**src/rtl/b64d_pkg.sv**
```systemverilog
// Shared types, constants and the character decode for the Base64 decoder.
// No dependencies; every other file of the block refers to it by scoped names.
package b64d_pkg;

  localparam int unsigned QueueDepth = 4;

  localparam logic [7:0] CharPlus  = 8'h2b;
  localparam logic [7:0] CharSlash = 8'h2f;

  // One decoded group handed from the front to the back: the bytes sit in
  // the top of the group and nbytes (1 to 3) says how many are used.
  typedef struct packed {
    logic [23:0] group;
    logic [1:0]  nbytes;
  } entry_t;

  typedef struct packed {
    logic       valid;
    logic [5:0] value;
  } sextet_t;

  function automatic sextet_t sextet_of(logic [7:0] c);
    sextet_t s;
    s.valid = 1'b1;
    s.value = 6'd0;
    if (c >= 8'h41 && c <= 8'h5a) begin
      s.value = 6'(c - 8'h41);
    end else if (c >= 8'h61 && c <= 8'h7a) begin
      s.value = 6'(c - 8'h61 + 8'd26);
    end else if (c >= 8'h30 && c <= 8'h39) begin
      s.value = 6'(c - 8'h30 + 8'd52);
    end else if (c == CharPlus) begin
      s.value = 6'd62;
    end else if (c == CharSlash) begin
      s.value = 6'd63;
    end else begin
      s.valid = 1'b0;
    end
    return s;
  endfunction

endpackage

```
**src/rtl/b64d_front.sv**
```systemverilog
// Front end of the Base64 decoder: classifies each character, collects
// sextets and pushes finished or flushed groups. Depends on b64d_pkg.
module b64d_front (
  input  logic              clk_i,
  input  logic              rst_ni,
  input  logic              push_i,
  input  logic [7:0]        char_in_i,
  input  logic              message_end_i,
  input  logic              q_full_i,
  output logic              q_push_o,
  output b64d_pkg::entry_t  q_data_o
);

  logic [17:0]       store_q, store_d;
  logic [1:0]        cnt_q, cnt_d;
  logic              halted_q, halted_d;
  logic              accept;
  b64d_pkg::sextet_t sx;
  logic [17:0]       fl_store;
  logic [1:0]        fl_cnt;
  logic              do_flush;

  assign accept = push_i && !q_full_i;
  assign sx     = b64d_pkg::sextet_of(char_in_i);

  always_comb begin
    store_d         = store_q;
    cnt_d           = cnt_q;
    halted_d        = halted_q;
    q_push_o        = 1'b0;
    q_data_o.group  = 24'd0;
    q_data_o.nbytes = 2'd0;
    fl_store        = store_q;
    fl_cnt          = cnt_q;
    do_flush        = 1'b0;
    if (accept) begin
      if (halted_q) begin
        if (message_end_i) begin
          halted_d = 1'b0;
        end
      end else if (sx.valid) begin
        if (cnt_q == 2'd3) begin
          q_push_o        = 1'b1;
          q_data_o.group  = {store_q, sx.value};
          q_data_o.nbytes = 2'd3;
          fl_store        = 18'd0;
          fl_cnt          = 2'd0;
        end else begin
          fl_store = {store_q[11:0], sx.value};
          fl_cnt   = cnt_q + 2'd1;
        end
        store_d  = fl_store;
        cnt_d    = fl_cnt;
        do_flush = message_end_i;
      end else begin
        do_flush = 1'b1;
        halted_d = !message_end_i;
      end

      // A full group and a flush can coincide, but the group leaves nothing pending.
      if (do_flush) begin
        store_d = 18'd0;
        cnt_d   = 2'd0;
        if (fl_cnt == 2'd2) begin
          q_push_o        = 1'b1;
          q_data_o.group  = {fl_store[11:0], 12'd0};
          q_data_o.nbytes = 2'd1;
        end else if (fl_cnt == 2'd3) begin
          q_push_o        = 1'b1;
          q_data_o.group  = {fl_store, 6'd0};
          q_data_o.nbytes = 2'd2;
        end
      end
    end
  end

  always_ff @(posedge clk_i or negedge rst_ni) begin
    if (!rst_ni) begin
      store_q  <= 18'd0;
      cnt_q    <= 2'd0;
      halted_q <= 1'b0;
    end else begin
      store_q  <= store_d;
      cnt_q    <= cnt_d;
      halted_q <= halted_d;
    end
  end

  // A stop always flushes, so nothing stays pending while halted.
  assert property (@(posedge clk_i) disable iff (!rst_ni) halted_q |-> cnt_q == 2'd0)
    else $error("b64d_front: sextets pending while halted");

  assert property (@(posedge clk_i) disable iff (!rst_ni)
    cnt_q == 2'd0 |-> store_q == 18'd0)
    else $error("b64d_front: stale sextet bits with an empty group");

endmodule

```
**src/rtl/b64d_queue.sv**
```systemverilog
// Short first-in first-out queue of decoded groups between front and back.
// Depends on b64d_pkg for the entry type.
module b64d_queue #(
  parameter int unsigned Depth = b64d_pkg::QueueDepth
) (
  input  logic             clk_i,
  input  logic             rst_ni,
  input  logic             push_i,
  input  b64d_pkg::entry_t data_i,
  output logic             full_o,
  input  logic             pop_i,
  output logic             empty_o,
  output b64d_pkg::entry_t data_o
);

  localparam int unsigned PtrW = (Depth > 1) ? $clog2(Depth) : 1;
  localparam int unsigned CntW = $clog2(Depth + 1);

  b64d_pkg::entry_t mem_q [Depth];
  logic [PtrW-1:0]  wr_ptr_q, rd_ptr_q;
  logic [CntW-1:0]  count_q;
  logic             do_push, do_pop;

  assign full_o  = count_q == CntW'(Depth);
  assign empty_o = count_q == '0;
  assign do_push = push_i && !full_o;
  assign do_pop  = pop_i && !empty_o;
  assign data_o  = mem_q[rd_ptr_q];

  function automatic logic [PtrW-1:0] next_ptr(logic [PtrW-1:0] p);
    return (p == PtrW'(Depth - 1)) ? '0 : p + 1'b1;
  endfunction

  always_ff @(posedge clk_i) begin
    if (do_push) begin
      mem_q[wr_ptr_q] <= data_i;
    end
  end

  always_ff @(posedge clk_i or negedge rst_ni) begin
    if (!rst_ni) begin
      wr_ptr_q <= '0;
      rd_ptr_q <= '0;
      count_q  <= '0;
    end else begin
      if (do_push) begin
        wr_ptr_q <= next_ptr(wr_ptr_q);
      end
      if (do_pop) begin
        rd_ptr_q <= next_ptr(rd_ptr_q);
      end
      if (do_push && !do_pop) begin
        count_q <= count_q + 1'b1;
      end else if (do_pop && !do_push) begin
        count_q <= count_q - 1'b1;
      end
    end
  end

  assert property (@(posedge clk_i) disable iff (!rst_ni) count_q <= CntW'(Depth))
    else $error("b64d_queue: occupancy beyond depth");

endmodule

```
**src/rtl/b64d_back.sv**
```systemverilog
// Back end of the Base64 decoder: takes groups from the queue and hands
// them out one byte per transaction. Depends on b64d_pkg.
module b64d_back (
  input  logic             clk_i,
  input  logic             rst_ni,
  input  logic             q_empty_i,
  input  b64d_pkg::entry_t q_data_i,
  output logic             q_pop_o,
  input  logic             pop_i,
  output logic             empty_o,
  output logic [7:0]       byte_out_o,
  output logic             run_last_o
);

  logic        valid_q, valid_d;
  logic [23:0] group_q;
  logic [1:0]  n_q;
  logic [1:0]  idx_q, idx_d;
  logic        last_byte;
  logic        load;

  assign last_byte  = idx_q == (n_q - 2'd1);
  assign empty_o    = !valid_q;
  assign run_last_o = last_byte;
  assign load       = !q_empty_i && (!valid_q || (pop_i && last_byte));
  assign q_pop_o    = load;

  always_comb begin
    case (idx_q)
      2'd0:    byte_out_o = group_q[23:16];
      2'd1:    byte_out_o = group_q[15:8];
      default: byte_out_o = group_q[7:0];
    endcase
  end

  always_comb begin
    valid_d = valid_q;
    idx_d   = idx_q;
    if (valid_q && pop_i) begin
      if (last_byte) begin
        valid_d = 1'b0;
      end else begin
        idx_d = idx_q + 2'd1;
      end
    end
    if (load) begin
      valid_d = 1'b1;
      idx_d   = 2'd0;
    end
  end

  always_ff @(posedge clk_i) begin
    if (load) begin
      group_q <= q_data_i.group;
      n_q     <= q_data_i.nbytes;
    end
  end

  always_ff @(posedge clk_i or negedge rst_ni) begin
    if (!rst_ni) begin
      valid_q <= 1'b0;
      idx_q   <= 2'd0;
    end else begin
      valid_q <= valid_d;
      idx_q   <= idx_d;
    end
  end

  // Within a group the next byte follows without a gap.
  assert property (@(posedge clk_i) disable iff (!rst_ni)
    (valid_q && pop_i && !last_byte) |=> valid_q)
    else $error("b64d_back: gap inside a decoded group");

endmodule

```
**src/rtl/base64_decoder.sv**
```systemverilog
// Streaming Base64 decoder, top level. Instantiates b64d_front, b64d_queue
// and b64d_back; depends on b64d_pkg.
//
// Usage: characters enter through a queue-like port. A character and its
// message_end_i flag are taken at a rising edge where push is high and
// full is low. Decoded bytes leave through a second queue-like port: while
// empty is low the oldest byte is on byte_out_o, with run_last_o marking
// the last byte that one character caused, and it is taken at an edge where
// pop is high.
// Path: the group that a character completes is written into the queue when
// that character is taken and is then loaded into the output stage for pop.
// Throughput: one character per cycle while full is low, one byte per cycle
// while empty is low. Every four characters give three bytes, so the byte
// side keeps up. The front classifies and packs each sextet when taken; a
// queue of QueueDepth groups sits between it and the byte serializer.
// When the receiver stalls, the serializer holds its byte, the queue fills
// and full then holds off further characters; nothing is lost.
// Reset clears the pending sextets, the stop state, the queue and the
// output stage; the block takes characters as soon as reset is released.
module base64_decoder #(
  parameter int unsigned QueueDepth = b64d_pkg::QueueDepth
) (
  input  logic       clk_i,
  input  logic       rst_ni,
  input  logic       push,
  output logic       full,
  input  logic [7:0] char_in_i,
  input  logic       message_end_i,
  output logic       empty,
  input  logic       pop,
  output logic [7:0] byte_out_o,
  output logic       run_last_o
);

  logic             q_push, q_full, q_pop, q_empty;
  b64d_pkg::entry_t q_wdata, q_rdata;

  assign full = q_full;

  b64d_front u_front (
    .clk_i         (clk_i),
    .rst_ni        (rst_ni),
    .push_i        (push),
    .char_in_i     (char_in_i),
    .message_end_i (message_end_i),
    .q_full_i      (q_full),
    .q_push_o      (q_push),
    .q_data_o      (q_wdata)
  );

  b64d_queue #(
    .Depth (QueueDepth)
  ) u_queue (
    .clk_i   (clk_i),
    .rst_ni  (rst_ni),
    .push_i  (q_push),
    .data_i  (q_wdata),
    .full_o  (q_full),
    .pop_i   (q_pop),
    .empty_o (q_empty),
    .data_o  (q_rdata)
  );

  b64d_back u_back (
    .clk_i      (clk_i),
    .rst_ni     (rst_ni),
    .q_empty_i  (q_empty),
    .q_data_i   (q_rdata),
    .q_pop_o    (q_pop),
    .pop_i      (pop),
    .empty_o    (empty),
    .byte_out_o (byte_out_o),
    .run_last_o (run_last_o)
  );

endmodule
```
**config.mk**
```make
export PLATFORM = sky130hd
export DESIGN_NAME = base64_decoder
export DESIGN_NICKNAME = d
export VERILOG_FILES = /design/src/rtl/b64d_pkg.sv /design/src/rtl/b64d_front.sv /design/src/rtl/b64d_queue.sv /design/src/rtl/b64d_back.sv /design/src/rtl/base64_decoder.sv
export SDC_FILE = /design/constraint.sdc
export NUM_CORES = 1
export LEC_CHECK = 0
export BUFFER_PORTS_ARGS = -buffer_cell sky130_fd_sc_hd__buf_2
export CORE_MARGIN = 2
export CORE_UTILIZATION = 62
export CTS_CLUSTER_SIZE = 8
export DETAILED_ROUTE_END_ITERATION = 8
export PLACE_DENSITY = 0.85
export RECOVER_POWER = 50
export SYNTH_ARGS = -nofsm -noshare
export SYNTH_HDL_FRONTEND = slang
export SYNTH_SLANG_ARGS = --single-unit
```
**constraint.sdc**
```tcl
create_clock -name clk_i -period 5.2 [get_ports clk_i]
set_input_delay 0.78 -clock clk_i [delete_from_list [all_inputs] [get_ports clk_i]]
set_output_delay 0.78 -clock clk_i [all_outputs]
set_load 0.03 [all_outputs]
```
### Word-level counts from Yosys, hierarchy flattened

Memories as Yosys holds them, arrays and structs flattened. A register that Yosys moved wholly into a read port is not among the register bits.
Cells that the tools add are included.

* register bits after elaboration: 31
* bits in writable memories: 104
* input port bits: 13
* output and inout bits: 11
* word-level logic and storage cells: 115
* memories: 1

* $add $sub $neg: 12
* $lt $le $gt $ge: 6
* equality and inequality tests: 11
* multiplexer cells: 52
* reduce and logical (&&, ||, !) cells: 25

Memory list
* u_queue.mem_q: words 4, width 26, rd ports 1, clocked after Yosys merged registers in 1, wr ports 1, line b64d_queue.sv:19 `b64d_pkg::entry_t mem_q [Depth];`

Operators with widths (count)
* $mux W26: 7
* $mux W18: 4
* $mux W6: 5
* $mux W1: 23
* $mux W2: 10
* $eq A8 B6 Y1 const B: 2
* $ge A8 B7 Y1 const B: 2
* $le A8 B7 Y1 const B: 2
* $pmux W8 S2: 1
* $sub A6 B6 Y6 const B: 2
* $logic_and A1 B1 Y1: 11
* $eq A2 B2 Y1 const B: 5
* $add A2 B1 Y2 const B: 4
* $ge A8 B6 Y1 const B: 1
* $le A8 B6 Y1 const B: 1
* $add A6 B5 Y6 const B: 1
* $add A6 B6 Y6 const B: 1
* $logic_not A1 Y1: 6
* $mux W3: 2
* $reduce_bool A2 Y1: 3
* $sub A6 B1 Y6 const B: 1
* $reduce_and A2 Y1: 2
* $add A3 B1 Y3 const B: 1
* $eq A3 B3 Y1 const B: 1
* other kinds (8): 8

### Logic depth before layout (Yosys ltp)

* word-level depth: 19
* depth in mapped cells: 17
* mapped depth without buffers: 15

### Modules after synthesis

From an unflattened synthesis, not the netlist that was laid out.

* cells, all modules: 546
* area total of the unflattened synthesis: 7718.7 um^2

Modules (own cells, without submodules)
* b64d_queue: instances 1, cells each 173, area an instance 4200.3 um^2
* b64d_front: instances 1, cells each 294, area an instance 2371.0 um^2
* b64d_back: instances 1, cells each 79, area an instance 1147.4 um^2

### Worst setup path after synthesis

No wires, ideal clock.

* kind: input to register
* from: in char_in_i[2]
* to: mem u_queue.mem_q[0][0] (netlist name) (enable)
* arrival time: 3539 ps
* path slack: 1249 ps
* stages on the path: 10
* path buffers: 1
* cell sequence: inv_1 ha_1 a21oi_1 a41oi_1 a221o_1 buf_6 a21o_1 a21oi_4 nor2_4 nor2b_1

* cells in the longest elaborated chain, start to end: 17

Ends and longest elaborated chain
* from (decl): line base64_decoder.sv:27 `input logic [7:0] char_in_i,`
* parallel branches: the longest is 5 deep, another holds $ge A8 B6 Y1
* $mux W1 (*): line b64d_pkg.sv:26 `if (c >= 8'h41 && c <= 8'h5a) begin`
* $mux W2: line b64d_front.sv:41 `end else if (sx.valid) begin`
* $mux W2: line b64d_front.sv:37 `if (halted_q) begin`
* $mux W2: line b64d_front.sv:36 `if (accept) begin`
* $eq A2 B2 Y1: line b64d_front.sv:68 `end else if (fl_cnt == 2'd3) begin`
* $mux W1: line b64d_front.sv:68
* $mux W1: line b64d_front.sv:64 `if (fl_cnt == 2'd2) begin`
* $mux W1 (*): line b64d_front.sv:61 `if (do_flush) begin`
* $mux W1 (*): line b64d_front.sv:36
* $logic_and A1 B1 Y1 (*): line b64d_queue.sv:26 `assign do_push = push_i && !full_o;`
* $mux W1 (*): line b64d_queue.sv:35 `if (do_push) begin`
* $mux W1 (implied by the code) (*): line b64d_queue.sv:36 `mem_q[wr_ptr_q] <= data_i;`
* to (decl): line b64d_queue.sv:19

Every way passes the cells marked *. The select of a mux whose other input is x is not followed.

==> summary.txt <==
Route
  – Metal-1 WL: 6680 µm
  – DRC Markers: 0
  – Drt first pass iters: 6
  – DR WL met2: 7720 µm
  – Routed vias: 4595
  – Drt first-iter violations: 582
  – Drt via density: 6.55
  – Drt wl/cell: 22.6 µm
  – Final ANT Viol Nets: 0
  – Met3 wire len: 1140 µm
  – DR top layer: met4
  – Final wirelength: 15800 µm

Worst hold path
  – Worst Hold Path EP: u_front.store_q[16]
  – Hold Startpoint: u_front.store_q[16]
  – Hold Path Class: flop to flop
  – Hold depth: 2

Timing
  – Fin Setup TNS: 0 ps
  – Final Cycle Share: 85.4%
  – Max frequency: 0.225 GHz
  – Rel. slew slack: -53.2%
  – Time the worst path needs with I/O delays and setup: 4440 ps
  – Final hold vios: 0
  – Slew @ Worst Pin: 2300 ps
  – Unrepaired setup endpoints after global routing: no
  – Final setup viols: 0
  – Min setup slack post-route: 758 ps
  – Pins over their slew limit: 92
  – Clock skew: 9.35 ps

Yosys
  – Sequential fraction of the synthesis area: 62.5%
  – Count leader, synth: edfxtp_1
  – Commonest register cell after synthesis: edfxtp_1
  – Number of synthesis warnings: 0
  – Area leader, netlist: edfxtp_1
  – Synth top cells by count: 130 x edfxtp_1, 48 x nand2_1, 31 x dfrtp_1
  – Avg Synthesized Cell Area: 14.6 µm²
  – Post-synth EDFFs: 130
  – Synth area leaders: edfxtp_1 52%, dfrtp_1 10%, mux4_2 7.8%
  – Seq cells post-synth: 161
  – Synth Instances: 514
  – Yosys top cell area share: 52.1%
  – Synth cell types: 72
  – Syn Std Cell Area: 7490 µm²
  – Synthesized net count: 546
  – Async SR Flop Fraction: 19.3%

Layout
  – Final Instance Area: 8220 µm²
  – Area Growth Syn to Fin: 9.82%
  – Fillers: 816
  – Nets: 574
  – Fin cells: 702
  – Area of the multi-input gates: 2590 µm²
  – Ant. Diodes: 0
  – Share of cells above drive strength 1: 17.7%
  – Storage cell area: 4680 µm²

Power and ir drop
  – Psw: 0.00121 W
  – Clock power frac: 30.1%
  – P_leak: 2.87 nW
  – Internal: 0.00257 W
  – Logic pwr share: 26.8%
  – VDD IR max: 192 µV
  – Sw Share: 32.1%
  – Sequential power share: 43.1%
  – Cell Pwr Density: 460 nW/µm²

Clock network
  – Total CTS buffers: 17
  – CTS tree: yes
  – Cts hold-fix bufs: 0
  – Post_cts resized: 0
  – Max clock buf depth: 2
  – TritonCTS Sinks: 161
  – CTS root buffer: clkbuf_16
  – CTS H-tree depth: 4
  – CTS clk-pin slew, worst paths: 60 ps
  – Setup bufs post-CTS: 0
  – Clk_lat worst skew: 430 ps

Global route
  – Initial antenna violation count: 0
  – First-pass GRT wire length: 24900 µm
  – Gr usage total: 25.9%
  – Number of global-route vias before repair: 4464
  – Total congestion overflow: 0
  – Largest net degree at the start of global routing: 32

Worst setup path
  – R2r setup slk: 1340 ps
  – Critical path class: primary input to flop
  – Crit start category: primary input
  – Crit Reg-Reg Endpoint: u_queue.count_q[1]
  – Reg2Reg Depth: 11
  – Worst setup EP type: flop
  – CP Launch Point: char_in_i[2]
  – Worst reg2reg path startpoint: u_back.idx_q[1]
  – Crit Path Max Fanout: 18
  – Crit path required time: 5350 ps
  – Worst path arrival time: 4590 ps

Placed design
  – Place WS: 831 ps
  – GP Congestion: 0.955
  – Placed Cells: 670
  – Sum of net half-perimeters after detailed placement: 10300 µm
  – Port bufs: 23
  – Placement Cell Area: 7730 µm²

Job
  – Maxcap violations: 3

Floorplanning
  – Core area: 11900 µm²
  – DIE HEIGHT: 114 µm
  – Site row count: 40
  – Initial core utilization: 62.9%
  – DIE AREA: 13000 µm²
  – IO Pins: 24
  – Die width: 114 µm

Outcome
  – Failing checks: max-capacitance violations, max-slew violations
  – Status: complete, but fails checks
## area by class of cell
class                      instances  share of cell area (%)
multi-input combinational        311                    31.5
clock inverter                    15                    1.46
timing repair buffer              32                    1.86
clock buffer                      17                    5.17
sequential                       161                    56.9
inverter                          19                   0.867
tap                              147                    2.24
## metal layers
metal  track usage [%]  vias up
met4              8.29        0
li1                  -     2070
met3              5.69       33
met5                 0        -
met2              41.7      197
met1              36.0     2295
## cells in the final DEF (no fill, tap or decap), drive strengths merged, types with 3 or more instances in the layout
cell type and n:
mux2i 3, a22o 10, a211oi 4, inv 20, dfrtp 31, clkinv 12
ha 18, o21ai 23, mux4 26, a221o 4, mux2 6, xor2 3
a31oi 4, a21oi 17, and2 3, nor2 21, nand2b 8, nor2b 13
nand3 10, buf 15, a22oi 15, nor3b 5, xnor2 4, nor3 6
a2bb2oi 3, edfxtp 130, o2bb2ai 3, a21o 7, clkbuf 34, nand2 48
o22ai 12
## registers in the layout (all words and copies together) (netlist names), 3 cells and up
signal and flops:
u_queue.mem_q 104, u_queue.count_q 3, u_back.group_q 24, u_front.store_q 18
## how the worst max path moves through the flow
| stage | end | depth (start not counted) | slack (ps) |
|---|---|---|---|
| 5_1_grt | u_queue.mem_q[3][16] | 10 | 600 |
| 3_3_place_gp | u_queue.count_q[2] | 16 | 1000 |
| 4_1_cts | u_queue.count_q[2] | 16 | 1270 |
| 3_5_place_dp | u_queue.count_q[2] | 16 | 830 |
| 6_report | u_queue.mem_q[3][16] | 10 | 760 |
| 2_1_floorplan | u_queue.mem_q[0][0] | 10 | 1250 |
## critical path, stage by stage
cell      delay, ps
clkbuf_1        280
inv_1           170
ha_1            300
a21oi_1         170
a41oi_1          80
a221o_1         610
a21oi_1        1110
mux2i_1         300
and3_1          280
a211oi_1        490
## power groups by stage
stage / logic [W] / clock network, W / registers (W)
6_report: 0.00101 / 0.00114 / 0.00163
5_1_grt: 0.00110 / 0.00120 / 0.00164
4_1_cts: 0.00104 / 0.00115 / 0.00163
3_3_place_gp: 0.00100 / 0 / 0.00165
3_5_place_dp: 0.00103 / 0 / 0.00165
2_1_floorplan: 0.000805 / 0 / 0.00161
## cell families (layout without fill, tap and decap cells)
group	after synthesis	in the layout	synth area share, %
AND/OR/NAND/NOR	126	126	8.61
XOR/XNOR	7	7	0.819
flip-flops	161	161	62.5
buffers and inverters	42	83	2.82
adder cells (fa/ha/maj)	19	19	3.27
multiplexers	35	35	9.12
AO/OA/AOI/OAI	124	124	12.9
## through the flow
stage          util [%]  hold slack (ps)  total power, W
6_report           69.0              491         0.00378
5_1_grt            69.0              535         0.00395
4_1_cts            69.5              446         0.00382
3_5_place_dp       64.9              476         0.00268
3_3_place_gp       64.9              466         0.00265
2_1_floorplan         -              451         0.00241
No activity file was read; power rests on OpenSTA's default activity.
